<file path="src/hw/rtl/ctm_pkg.sv">
// Package for the callback timing monitor: sequencer states, register indexes
// and the fixed constants of the datapath. No dependencies.
package ctm_pkg;

  typedef enum logic [3:0] {
    ST_IDLE,
    ST_ELAP,
    ST_BUDGET,
    ST_SAMPLE,
    ST_ACCUM,
    ST_MAX,
    ST_OVERRUN,
    ST_DELAY,
    ST_CENTI,
    ST_CMUL,
    ST_DIV,
    ST_LAT,
    ST_FIN
  } ctm_state_e;

  localparam int unsigned CFG_IDX_W = 8;
  localparam logic [CFG_IDX_W-1:0] CFG_FRAME_PERIOD   = 8'd0;
  localparam logic [CFG_IDX_W-1:0] CFG_SAMPLE_SPACING = 8'd1;

  localparam logic [19:0] FP_RESET      = 20'd20833;
  localparam logic [31:0] SPACING_RESET = 32'd10000000;

  localparam logic [13:0] CENTI_FULL  = 14'd10000;
  localparam logic [19:0] CENTI_SCALE = 20'd10000;
  localparam logic [35:0] NS_PER_US   = 36'd1000;
  localparam logic [15:0] LAT_MAX     = 16'hFFFF;
  // Elapsed times at or above this give a latency past the 16-bit range.
  localparam logic [63:0] LAT_SAT_NS  = 64'd65536000;

  localparam logic [3:0] DIV_LAST = 4'd15;

endpackage

</file>
<file path="src/hw/rtl/callback_timing_monitor_unit.sv">
// Callback timing monitor: sequencer, shared multiplier and restoring divider.
// Depends on ctm_pkg.
//
// Usage:
//   Input channel (in_valid_i / in_stall_o) takes one processing period per
//   transaction: start/end timestamps, frame count, interval deviation and
//   interval peak. Output channel (out_valid_o / out_stall_i) returns one
//   result per period: elapsed time, budget, running sum, maximum, overrun
//   count and, on a sample, budget use, latency and the delay flag.
//   Configuration (cfg_valid_i / cfg_ready_o) writes frame_period_ns at index
//   0 and sample_spacing_ns at index 1; it is always ready.
//   The sequencer steps one wide compare or add per cycle; on a sample it
//   also runs up to two 16-step passes of the shared one-bit-per-cycle
//   divider (budget use, then latency).
//   One period is worked on at a time; in_stall_o is high while it runs, so a
//   new transaction is taken only after the last result has left the sequencer.
//   A finished result sits in the output register, so the next transaction
//   is accepted while the receiver stalls; the sequencer holds in its final
//   state only if a second result is ready before the first is taken.
//   Reset clears the sum, maximum, overrun count, last sample time and
//   restores the configuration defaults.
module callback_timing_monitor_unit (
  input  logic                          clk_i,
  input  logic                          rst_ni,
  // input channel
  input  logic                          in_valid_i,
  output logic                          in_stall_o,
  input  logic [63:0]                   start_time_ns_i,
  input  logic [63:0]                   end_time_ns_i,
  input  logic [15:0]                   frames_i,
  input  logic                          interval_known_i,
  input  logic signed [63:0]            interval_deviation_ns_i,
  input  logic [31:0]                   interval_peak_ns_i,
  // output channel
  output logic                          out_valid_o,
  input  logic                          out_stall_i,
  output logic                          sample_valid_o,
  output logic [13:0]                   budget_centipct_o,
  output logic [15:0]                   latency_us_o,
  output logic [31:0]                   sampled_peak_ns_o,
  output logic                          delay_event_o,
  output logic                          overrun_event_o,
  output logic [63:0]                   elapsed_ns_o,
  output logic [35:0]                   budget_out_ns_o,
  output logic [63:0]                   total_time_ns_o,
  output logic [63:0]                   worst_time_ns_o,
  output logic [31:0]                   overrun_total_o,
  // configuration
  input  logic                          cfg_valid_i,
  output logic                          cfg_ready_o,
  input  logic [ctm_pkg::CFG_IDX_W-1:0] cfg_index_i,
  input  logic [31:0]                   cfg_data_i
);

  ctm_pkg::ctm_state_e state_q, state_d;

  // configuration
  logic [19:0] fp_q;
  logic [31:0] spacing_q;

  // persistent statistics
  logic [63:0] last_q;
  logic [63:0] sum_q;
  logic [63:0] max_q;
  logic [31:0] cnt_q;

  // latched transaction
  logic [63:0] start_q;
  logic [63:0] end_q;
  logic [15:0] frames_q;
  logic        known_q;
  logic [63:0] dev_q;
  logic [31:0] peak_q;

  // working values
  logic [63:0] elapsed_q;
  logic [35:0] budget_q;
  logic        sample_q;
  logic        over_q;
  logic        delay_q;
  logic [13:0] centi_q;
  logic [15:0] lat_q;

  // divider
  logic [35:0] rem_q;
  logic [15:0] num_lo_q;
  logic [35:0] den_q;
  logic [15:0] quot_q;
  logic [3:0]  cnt_div_q;
  logic        div_lat_q;

  // output register
  logic        out_valid_q;
  logic        o_sample_q;
  logic [13:0] o_centi_q;
  logic [15:0] o_lat_q;
  logic [31:0] o_peak_q;
  logic        o_delay_q;
  logic        o_over_q;
  logic [63:0] o_elapsed_q;
  logic [35:0] o_budget_q;
  logic [63:0] o_sum_q;
  logic [63:0] o_max_q;
  logic [31:0] o_cnt_q;

  logic        in_accept;
  logic        out_load;
  logic        cfg_write;

  // shared multiplier
  logic [35:0] mul_a;
  logic [19:0] mul_b;
  logic [55:0] mul_p;

  // divider step
  logic [36:0] trial;
  logic        trial_ge;
  logic [36:0] trial_sub;
  logic [35:0] rem_nxt;
  logic [15:0] quot_nxt;

  // compare results
  logic sample_hit;
  logic elapsed_gt_max;
  logic overrun_hit;
  logic delay_hit;
  logic elapsed_ge_budget;
  logic lat_saturate;

  assign in_accept   = in_valid_i && (state_q == ctm_pkg::ST_IDLE);
  assign in_stall_o  = (state_q != ctm_pkg::ST_IDLE);
  assign out_load    = (state_q == ctm_pkg::ST_FIN) && (!out_valid_q || !out_stall_i);
  assign cfg_ready_o = 1'b1;
  assign cfg_write   = cfg_valid_i;

  assign mul_a = (state_q == ctm_pkg::ST_CMUL) ? elapsed_q[35:0] : {20'b0, frames_q};
  assign mul_b = (state_q == ctm_pkg::ST_CMUL) ? ctm_pkg::CENTI_SCALE : fp_q;
  assign mul_p = mul_a * mul_b;

  assign trial     = {rem_q, num_lo_q[15]};
  assign trial_ge  = trial >= {1'b0, den_q};
  assign trial_sub = trial - {1'b0, den_q};
  assign rem_nxt   = trial_ge ? trial_sub[35:0] : trial[35:0];
  assign quot_nxt  = {quot_q[14:0], trial_ge};

  assign sample_hit        = (start_q - last_q) >= {32'b0, spacing_q};
  assign elapsed_gt_max    = elapsed_q > max_q;
  assign overrun_hit       = elapsed_q > {29'b0, budget_q[35:1]};
  assign delay_hit         = known_q && !dev_q[63] && (dev_q > {27'b0, budget_q, 1'b0});
  assign elapsed_ge_budget = elapsed_q >= {28'b0, budget_q};
  assign lat_saturate      = elapsed_q >= ctm_pkg::LAT_SAT_NS;

  always_ff @(posedge clk_i or negedge rst_ni) begin
    if (!rst_ni) begin
      state_q <= ctm_pkg::ST_IDLE;
    end else begin
      state_q <= state_d;
    end
  end

  always_comb begin
    state_d = state_q;
    case (state_q)
      ctm_pkg::ST_IDLE: begin
        if (in_valid_i) state_d = ctm_pkg::ST_ELAP;
      end
      ctm_pkg::ST_ELAP:    state_d = ctm_pkg::ST_BUDGET;
      ctm_pkg::ST_BUDGET:  state_d = ctm_pkg::ST_SAMPLE;
      ctm_pkg::ST_SAMPLE:  state_d = ctm_pkg::ST_ACCUM;
      ctm_pkg::ST_ACCUM:   state_d = ctm_pkg::ST_MAX;
      ctm_pkg::ST_MAX:     state_d = ctm_pkg::ST_OVERRUN;
      ctm_pkg::ST_OVERRUN: begin
        state_d = sample_q ? ctm_pkg::ST_DELAY : ctm_pkg::ST_FIN;
      end
      ctm_pkg::ST_DELAY:   state_d = ctm_pkg::ST_CENTI;
      ctm_pkg::ST_CENTI: begin
        if (budget_q == '0 || elapsed_ge_budget) state_d = ctm_pkg::ST_LAT;
        else                                     state_d = ctm_pkg::ST_CMUL;
      end
      ctm_pkg::ST_CMUL:    state_d = ctm_pkg::ST_DIV;
      ctm_pkg::ST_DIV: begin
        if (cnt_div_q == ctm_pkg::DIV_LAST) begin
          state_d = div_lat_q ? ctm_pkg::ST_FIN : ctm_pkg::ST_LAT;
        end
      end
      ctm_pkg::ST_LAT: begin
        state_d = lat_saturate ? ctm_pkg::ST_FIN : ctm_pkg::ST_DIV;
      end
      ctm_pkg::ST_FIN: begin
        if (out_load) state_d = ctm_pkg::ST_IDLE;
      end
      default: state_d = ctm_pkg::ST_IDLE;
    endcase
  end

  // configuration, statistics and output handshake
  always_ff @(posedge clk_i or negedge rst_ni) begin
    if (!rst_ni) begin
      fp_q        <= ctm_pkg::FP_RESET;
      spacing_q   <= ctm_pkg::SPACING_RESET;
      last_q      <= '0;
      sum_q       <= '0;
      max_q       <= '0;
      cnt_q       <= '0;
      out_valid_q <= 1'b0;
    end else begin
      if (cfg_write) begin
        case (cfg_index_i)
          ctm_pkg::CFG_FRAME_PERIOD:   fp_q      <= cfg_data_i[19:0];
          ctm_pkg::CFG_SAMPLE_SPACING: spacing_q <= cfg_data_i;
          default: ;
        endcase
      end
      if (state_q == ctm_pkg::ST_SAMPLE && sample_hit) last_q <= start_q;
      if (state_q == ctm_pkg::ST_ACCUM) sum_q <= sum_q + elapsed_q;
      if (state_q == ctm_pkg::ST_MAX && elapsed_gt_max) max_q <= elapsed_q;
      if (state_q == ctm_pkg::ST_OVERRUN && overrun_hit) cnt_q <= cnt_q + 32'd1;
      if (out_load)         out_valid_q <= 1'b1;
      else if (!out_stall_i) out_valid_q <= 1'b0;
    end
  end

  // datapath payload
  always_ff @(posedge clk_i) begin
    case (state_q)
      ctm_pkg::ST_IDLE: begin
        if (in_accept) begin
          start_q  <= start_time_ns_i;
          end_q    <= end_time_ns_i;
          frames_q <= frames_i;
          known_q  <= interval_known_i;
          dev_q    <= interval_deviation_ns_i;
          peak_q   <= interval_peak_ns_i;
          centi_q  <= '0;
          lat_q    <= '0;
          delay_q  <= 1'b0;
        end
      end
      ctm_pkg::ST_ELAP:    elapsed_q <= end_q - start_q;
      ctm_pkg::ST_BUDGET:  budget_q  <= mul_p[35:0];
      ctm_pkg::ST_SAMPLE:  sample_q  <= sample_hit;
      ctm_pkg::ST_OVERRUN: over_q    <= overrun_hit;
      ctm_pkg::ST_DELAY:   delay_q   <= delay_hit;
      ctm_pkg::ST_CENTI: begin
        if (budget_q != '0 && elapsed_ge_budget) centi_q <= ctm_pkg::CENTI_FULL;
      end
      ctm_pkg::ST_CMUL: begin
        // numerator below budget * 10000, so the top 34 bits start below the divisor
        rem_q     <= {2'b0, mul_p[49:16]};
        num_lo_q  <= mul_p[15:0];
        den_q     <= budget_q;
        cnt_div_q <= '0;
        div_lat_q <= 1'b0;
      end
      ctm_pkg::ST_LAT: begin
        if (lat_saturate) begin
          lat_q <= ctm_pkg::LAT_MAX;
        end else begin
          rem_q     <= {26'b0, elapsed_q[25:16]};
          num_lo_q  <= elapsed_q[15:0];
          den_q     <= ctm_pkg::NS_PER_US;
          cnt_div_q <= '0;
          div_lat_q <= 1'b1;
        end
      end
      ctm_pkg::ST_DIV: begin
        rem_q     <= rem_nxt;
        num_lo_q  <= {num_lo_q[14:0], 1'b0};
        quot_q    <= quot_nxt;
        cnt_div_q <= cnt_div_q + 4'd1;
        if (cnt_div_q == ctm_pkg::DIV_LAST) begin
          if (div_lat_q) lat_q   <= quot_nxt;
          else           centi_q <= quot_nxt[13:0];
        end
      end
      default: ;
    endcase

    if (out_load) begin
      o_sample_q  <= sample_q;
      o_centi_q   <= centi_q;
      o_lat_q     <= lat_q;
      o_peak_q    <= sample_q ? peak_q : 32'b0;
      o_delay_q   <= delay_q;
      o_over_q    <= over_q;
      o_elapsed_q <= elapsed_q;
      o_budget_q  <= budget_q;
      o_sum_q     <= sum_q;
      o_max_q     <= max_q;
      o_cnt_q     <= cnt_q;
    end
  end

  assign out_valid_o       = out_valid_q;
  assign sample_valid_o    = o_sample_q;
  assign budget_centipct_o = o_centi_q;
  assign latency_us_o      = o_lat_q;
  assign sampled_peak_ns_o = o_peak_q;
  assign delay_event_o     = o_delay_q;
  assign overrun_event_o   = o_over_q;
  assign elapsed_ns_o      = o_elapsed_q;
  assign budget_out_ns_o   = o_budget_q;
  assign total_time_ns_o   = o_sum_q;
  assign worst_time_ns_o   = o_max_q;
  assign overrun_total_o   = o_cnt_q;

`ifndef SYNTHESIS
  a_rem_below_den: assert property (@(posedge clk_i) disable iff (!rst_ni)
    (state_q == ctm_pkg::ST_DIV) |-> (rem_q < den_q))
    else $error("divider remainder not below divisor");

  a_valid_from_fin: assert property (@(posedge clk_i) disable iff (!rst_ni)
    $rose(out_valid_q) |-> $past(state_q == ctm_pkg::ST_FIN))
    else $error("result raised outside final state");

  a_centi_range: assert property (@(posedge clk_i) disable iff (!rst_ni)
    out_valid_q |-> (o_centi_q <= ctm_pkg::CENTI_FULL))
    else $error("budget use above full scale");

  a_no_sample_zero: assert property (@(posedge clk_i) disable iff (!rst_ni)
    (out_valid_q && !o_sample_q) |->
      (o_centi_q == '0 && o_lat_q == '0 && o_delay_q == 1'b0 && o_peak_q == '0))
    else $error("sample fields set without a sample");

  a_busy_stall: assert property (@(posedge clk_i) disable iff (!rst_ni)
    (state_q == ctm_pkg::ST_DIV) |=> in_stall_o)
    else $error("input taken during division");
`endif

endmodule

</file>
<file path="config.mk">
export PLATFORM = sky130hd
export DESIGN_NAME = callback_timing_monitor_unit
export DESIGN_NICKNAME = d
export VERILOG_FILES = /design/src/hw/rtl/ctm_pkg.sv /design/src/hw/rtl/callback_timing_monitor_unit.sv
export SDC_FILE = /design/constraint.sdc
export NUM_CORES = 2
export LEC_CHECK = 0
export BUFFER_PORTS_ARGS = -buffer_cell sky130_fd_sc_hd__buf_2
export CAP_MARGIN = 25
export CORE_ASPECT_RATIO = 1.5
export CORE_MARGIN = 2
export CORE_UTILIZATION = 55
export DETAILED_ROUTE_END_ITERATION = 12
export PLACE_DENSITY_LB_ADDON = 0.08
export SLEW_MARGIN = 25
export SYNTH_ARGS = -nofsm -noshare
export SYNTH_HDL_FRONTEND = slang
export SYNTH_SLANG_ARGS = --single-unit
</file>
<file path="constraint.sdc">
create_clock -name clk_i -period 49.8 [get_ports clk_i]
set_input_delay 4.98 -clock clk_i [delete_from_list [all_inputs] [get_ports clk_i]]
set_output_delay 4.98 -clock clk_i [all_outputs]
set_load 0.01 [all_outputs]
</file>
Word-level counts from Yosys, hierarchy flattened

Index checks and enable logic that the tools add are counted.
Widths: inputs -> output; s select.

Output and inout port bits: 328
Flip-flop bits (word level): 1088
Bits of input ports: 286

Reduce and logical (&&, ||, !) cells: 32
Multiply operators: 1
Multiplexer cells: 35
Add/subtract/negate cells: 6
Eq/ne operators: 24
Order comparisons: 7

Operators by type and width:

| kind                  | number |
|---|---|
| $mux 36               | 4 |
| $sub 64x64->64        | 2 |
| $pmux 36 s3           | 1 |
| $pmux 16 s3           | 2 |
| $mux 16               | 5 |
| $pmux 36 s2           | 1 |
| $add 64x64->64        | 1 |
| $ge 64x26->1 const B  | 1 |
| $ge 64x32->1          | 1 |
| $ge 64x36->1          | 1 |
| $gt 64x35->1          | 1 |
| $gt 64x37->1          | 1 |
| $gt 64x64->1          | 1 |
| $mux 14               | 4 |
| $pmux 4 s13           | 1 |
| $mul 36x20->50        | 1 |
| $pmux 14 s3           | 1 |
| $ge 37x36->1          | 1 |
| $logic_not 36->1      | 1 |
| $reduce_bool 36->1    | 1 |
| $sub 36x36->36        | 1 |
| $add 32x1->32 const B | 1 |
| $eq 4x4->1 const B    | 6 |
| $mux 20               | 1 |
| other kinds (24)      | 64 |

Depth between registers and ports, before layout

Depth in word-level cells: 5
Gate-level depth with buffers: 35

Least setup slack after synthesis

Ideal clock, no wire load.

Kind: input port to flip-flop
From: input out_stall_i
To: register o_centi_q[0] (netlist: budget_centipct_o[0]), enable pin
Stages: 1
Setup time: 1119 ps
Data required time: 48681 ps
Buffers on the path: 0
Setup slack: 28125 ps
Arrival: 20556 ps
Cells stage by stage: a21oi_1

Word-level cells in the longest chain between the ends: 3

Ends and longest elaborated chain:

| element              | line                                | text |
|---|---|---|
| start, declared      | callback_timing_monitor_unit.sv:36  | `input logic out_stall_i,` |
| $logic_not 1->1      | n/a                                 |  |
| $logic_or 1x1->1     | callback_timing_monitor_unit.sv:132 | `assign out_load = (state_q == ctm_pkg::ST_FIN) && (!out_valid_q \|\| !out_stall_i);` |
| $logic_and 1x1->1    | callback_timing_monitor_unit.sv:132 |  |
| end signal, assigned | callback_timing_monitor_unit.sv:281 | `o_centi_q <= centi_q;` |
| end, declared        | callback_timing_monitor_unit.sv:95  | `logic [13:0] o_centi_q;` |

Every way passes these cells.
A chain may end at the register's enable or synchronous reset.

Worst setup path in the final report

From: register state_q[1]
To: register rem_q[31], data pin

Word-level cells in the longest chain between the ends: 4
Elaborated cells on any way between the ends: 7
Classes of those cells: 1 x mul; 3 x eq/ne; 3 x mux

Ends and longest elaborated chain:

| element                                   | line                                                                                                          | text |
|---|---|---|
| start, declared                           | callback_timing_monitor_unit.sv:55                                                                            | `ctm_pkg::ctm_state_e state_q, state_d;` |
| start signal, assigned                    | callback_timing_monitor_unit.sv:155                                                                           | `state_q <= ctm_pkg::ST_IDLE;` |
| start signal, assigned                    | callback_timing_monitor_unit.sv:157                                                                           | `state_q <= state_d;` |
| $eq 4x4->1                                | callback_timing_monitor_unit.sv:136, callback_timing_monitor_unit.sv:137, callback_timing_monitor_unit.sv:225 |  |
| $mux 36 / $mux 20 (equally long branches) | callback_timing_monitor_unit.sv:136, callback_timing_monitor_unit.sv:137                                      |  |
| $mul 36x20->50                            | callback_timing_monitor_unit.sv:138                                                                           | `assign mul_p = mul_a * mul_b;` |
| $pmux 36 s3 *                             | callback_timing_monitor_unit.sv:225                                                                           | `case (state_q)` |
| end signal, assigned                      | callback_timing_monitor_unit.sv:249                                                                           | `rem_q <= {2'b0, mul_p[49:16]};` |
| end signal, assigned                      | callback_timing_monitor_unit.sv:259                                                                           | `rem_q <= {26'b0, elapsed_q[25:16]};` |
| end signal, assigned                      | callback_timing_monitor_unit.sv:267                                                                           | `rem_q <= rem_nxt;` |
| end, declared                             | callback_timing_monitor_unit.sv:85                                                                            | `logic [35:0] rem_q;` |

Mark *: on every way between the ends. The rest lies on a longest branch, timed or not.

==> reports/qor.yml <==
outcome: "complete, no violations"
combinational_family_with_the_most_area_after_synthesis: "adder cells"
critical_path_arrival_ns: 11.13
synth.yosys.warnings: 0
ctsRootBufferMaster: "sky130_fd_sc_hd__clkbuf_16"
grt.total_usage_pct: 31.6
multi_input_area_mm2: 0.0402
path_max_fanout: 92
drt_iter0_markers: 3960
seq_area_mm2: 0.0313
port_buffers: 612
drv_slew: 0
worst-path-buf-inv: 5
cts_hold_repair.buffers: 0
maximum_number_of_pins_on_one_net_before_global_route_repair: 160
die_area_mm2: 0.139
synth_compound_gate_area_share_pct: 10.2
critical_path_class: "register to register"
cp-startpoint: "state_q[1]"
postSynthRegisterBits: 1088
synth_simple_gate_area_share_pct: 10.1
worst_ep_required_time_ns: 50.26
post_synth_instance_area_mm2: 0.0751
sum_of_overflow_across_all_layers_after_global_routing: 0
crit-reg2reg-launch: "state_q[1]"
hold_class: "register to register"
first_pass_grt_wire_length_um: 330000
max_cap_viol_count: 0
grt_setup_unrepaired: "false"
worst-slew-pin-transition_ns: 1.05
post_route_cells_drive_above_1_share_pct: 13.7
worstHoldStart: "lat_q[1]"
setup_viol: 0
dpl_cell_area_mm2: 0.0813
finalSetupTns_ns: 0
floorplan.core_area_mm2: 0.136
wl_final_um: 219000
clkSinkCount: 1088
element_type_at_the_critical_path_start: "register"
finalNonFillerCells: 9542
relSlewSlack_pct: 29.9
vias_per_inst: 5.62
kind_of_cell_adding_the_most_delay_to_the_critical_path: "adder cells"
synth_xor_xnor_area_share_pct: 3.26
synthAdderAreaFrac_pct: 25.3
clkLatencyLatePin_ns: 0.80
dp_cells: 9321
stdcell_area_mm2: 0.0853
timing.critical_path.to_type: "register"
grt_pass1_vias: 55800
area_added_between_synthesis_and_finish_pct: 13.6
die-height_um: 456
worst_path_most_repeated_cell: "sky130_fd_sc_hd__fa_1"
antenna_violations_before_repair: 31
start_util_pct: 55.2
cts_resized: 0
ports: 614
tritoncts_clock_tree: "built"
period_minus_slack_ns: 10.67
synth-seq-area-share_pct: 41.7
cts-htree-levels: 3
async_flop_share_pct: 25.8
detail-route-antenna-nets: 0
top_flip_flop_cell_by_instance_count_after_synthesis: "sky130_fd_sc_hd__edfxtp_1"
die_x_um: 306
dp_hpwl_um: 171000
cts_buf_count: 106
syn_inst: 6792
core.rowCount: 166
drt_drc_violations_left: 0
fin_crit_sh_pct: 21.4
cp_slowest_cell: "sky130_fd_sc_hd__buf_4"
netlist-cell-type-count: 89
post-cts-setup-buffer-count: 0
route.vias.total: 53600
hold_viol: 0
fmax_ghz: 0.0938
synth_mux_area_share_pct: 3.03
synth_area_per_cell_um2: 11.0
layout.filler_cells: 11200
skew_ns: 0.0908
cts_buffer_depth: 3
clk_pin_slew_ns: 0.07
final_layout_net_count: 9113
gp_routability_congestion: 0.963
drtPass1Iterations: 6
detail_route.wl_per_cell_um: 23.0
cpPeakStageDelay_ns: 0.67
synth_enable_flop_cells: 807
-- Yosys cell counts, drive strengths merged (29+ instances only) --
cell	n	area (um^2)
a22oi	38	285
and3	145	907
nor3	62	310
o21ai	302	1520
nor4	41	257
nand4	92	576
dfrtp	267	6680
nor2	233	875
mux2i	88	881
o211ai	29	218
ha	561	7020
fa	599	12000
clkbuf	185	697
a21oi	355	1780
nor2b	58	363
nand2	625	2350
nand3	82	410
xnor2	163	1430
xor2	116	1020
o21bai	35	263
a21o	171	1280
and2	102	638
inv	1050	3940
a31oi	43	269
o21a	48	360
edfxtp	807	24200
mux2	124	1400
nand2b	66	413
-- cell families (layout without fill, tap and decap cells) --
family / Yosys count / in the layout
AND/OR/NAND/NOR: 1572 / 1572
buffers and inverters: 1255 / 1946
AO/OA/AOI/OAI: 1224 / 1224
adder cells (fa/ha/maj): 1160 / 1160
flip-flops: 1088 / 1088
XOR/XNOR: 279 / 279
multiplexers: 212 / 212
other: 2 / 297
-- flip-flops by register name (all words and copies together) (netlist names), 16 cells and up --
register / count
start_q: 64
end_q: 64
overrun_total_o: 32
cnt_q: 32
spacing_q: 32
sum_q: 64
elapsed_ns_o: 64
rem_q: 36
elapsed_q: 64
max_q: 64
sampled_peak_ns_o: 32
worst_time_ns_o: 64
frames_q: 16
num_lo_q: 16
last_q: 64
dev_q: 64
lat_q: 16
den_q: 36
budget_q: 36
budget_out_ns_o: 36
fp_q: 20
peak_q: 32
latency_us_o: 16
total_time_ns_o: 64
-- layer usage --
| metal | track usage (%) | up-vias | routed length (um) |
|---|---|---|---|
| met5 | 0 | - | 39 |
| met4 | 17.2 | 6 | 13700 |
| met3 | 4.55 | 490 | 12400 |
| met2 | 55.7 | 1772 | 111000 |
| met1 | 37.1 | 26600 | 81700 |
| li1 | - | 24700 | - |
-- layout by cell type, fill, tap and decap left out, types with 144 or more instances in the layout --
cell type	n
sky130_fd_sc_hd__inv_1	1050
sky130_fd_sc_hd__buf_2	611
sky130_fd_sc_hd__a21oi_1	354
sky130_fd_sc_hd__and3_1	144
sky130_fd_sc_hd__nor2_1	230
sky130_fd_sc_hd__fa_1	599
sky130_fd_sc_hd__xnor2_1	163
sky130_fd_sc_hd__edfxtp_1	807
sky130_fd_sc_hd__a21o_1	171
sky130_fd_sc_hd__ha_1	561
sky130_fd_sc_hd__nand2_1	624
sky130_fd_sc_hd__o21ai_0	296
sky130_fd_sc_hd__conb_1	280
sky130_fd_sc_hd__dfrtp_1	267
-- path summary, 6_finish.rpt --
| kind | slack (ns) | depth (start not counted) | to |
|---|---|---|---|
| worst max-delay path | 39.13 | 31 | rem_q[31] |
| worst min-delay path | 0.41 | 0 | latency_us_o[1] |
| worst max register to register | 39.13 | 31 | rem_q[31] |
| worst min register to register | 0.41 | 0 | latency_us_o[1] |
| max in group asynchronous | 44.17 | 2 | sum_q[12] |
| min in group asynchronous | 4.24 | 1 | sum_q[59] |
-- stage by stage --
stage / setup slack (ns) / util (%) / hold slack, ns
global route: 38.36 / 62.7 / 0.424
finish: 39.13 / 62.7 / 0.414
global placement: 39.41 / 59.7 / 0.403
floorplan: 28.12 / - / 0.400
CTS: 39.14 / 62.6 / 0.417
detailed placement: 39.25 / 59.8 / 0.405
-- layout make-up --
cell class	count	area share (%)
multi-input cells	4727	47.1
diodes	17	0.0499
well taps	1764	2.59
inverters	1051	4.63
flip-flops and latches	1088	36.7
repair buffers	693	4.39
clock buffers	124	3.25
clock inverters	78	1.31
-- worst reg2reg max path: cells and delay by family (launching register included) --
kind	cells	cell delay, ns
adders and majority gates	8	3.85
AOI/OAI and AO/OA	9	2.54
and+or+nand+nor	8	2.30
buffers and inverters	5	0.88
DFF	1	0.62
xor gates and xnor gates	1	0.15
Power is left out: the tool's default activity adds up to more than one toggle a clock period on the data nets, which glitch-free logic cannot reach.
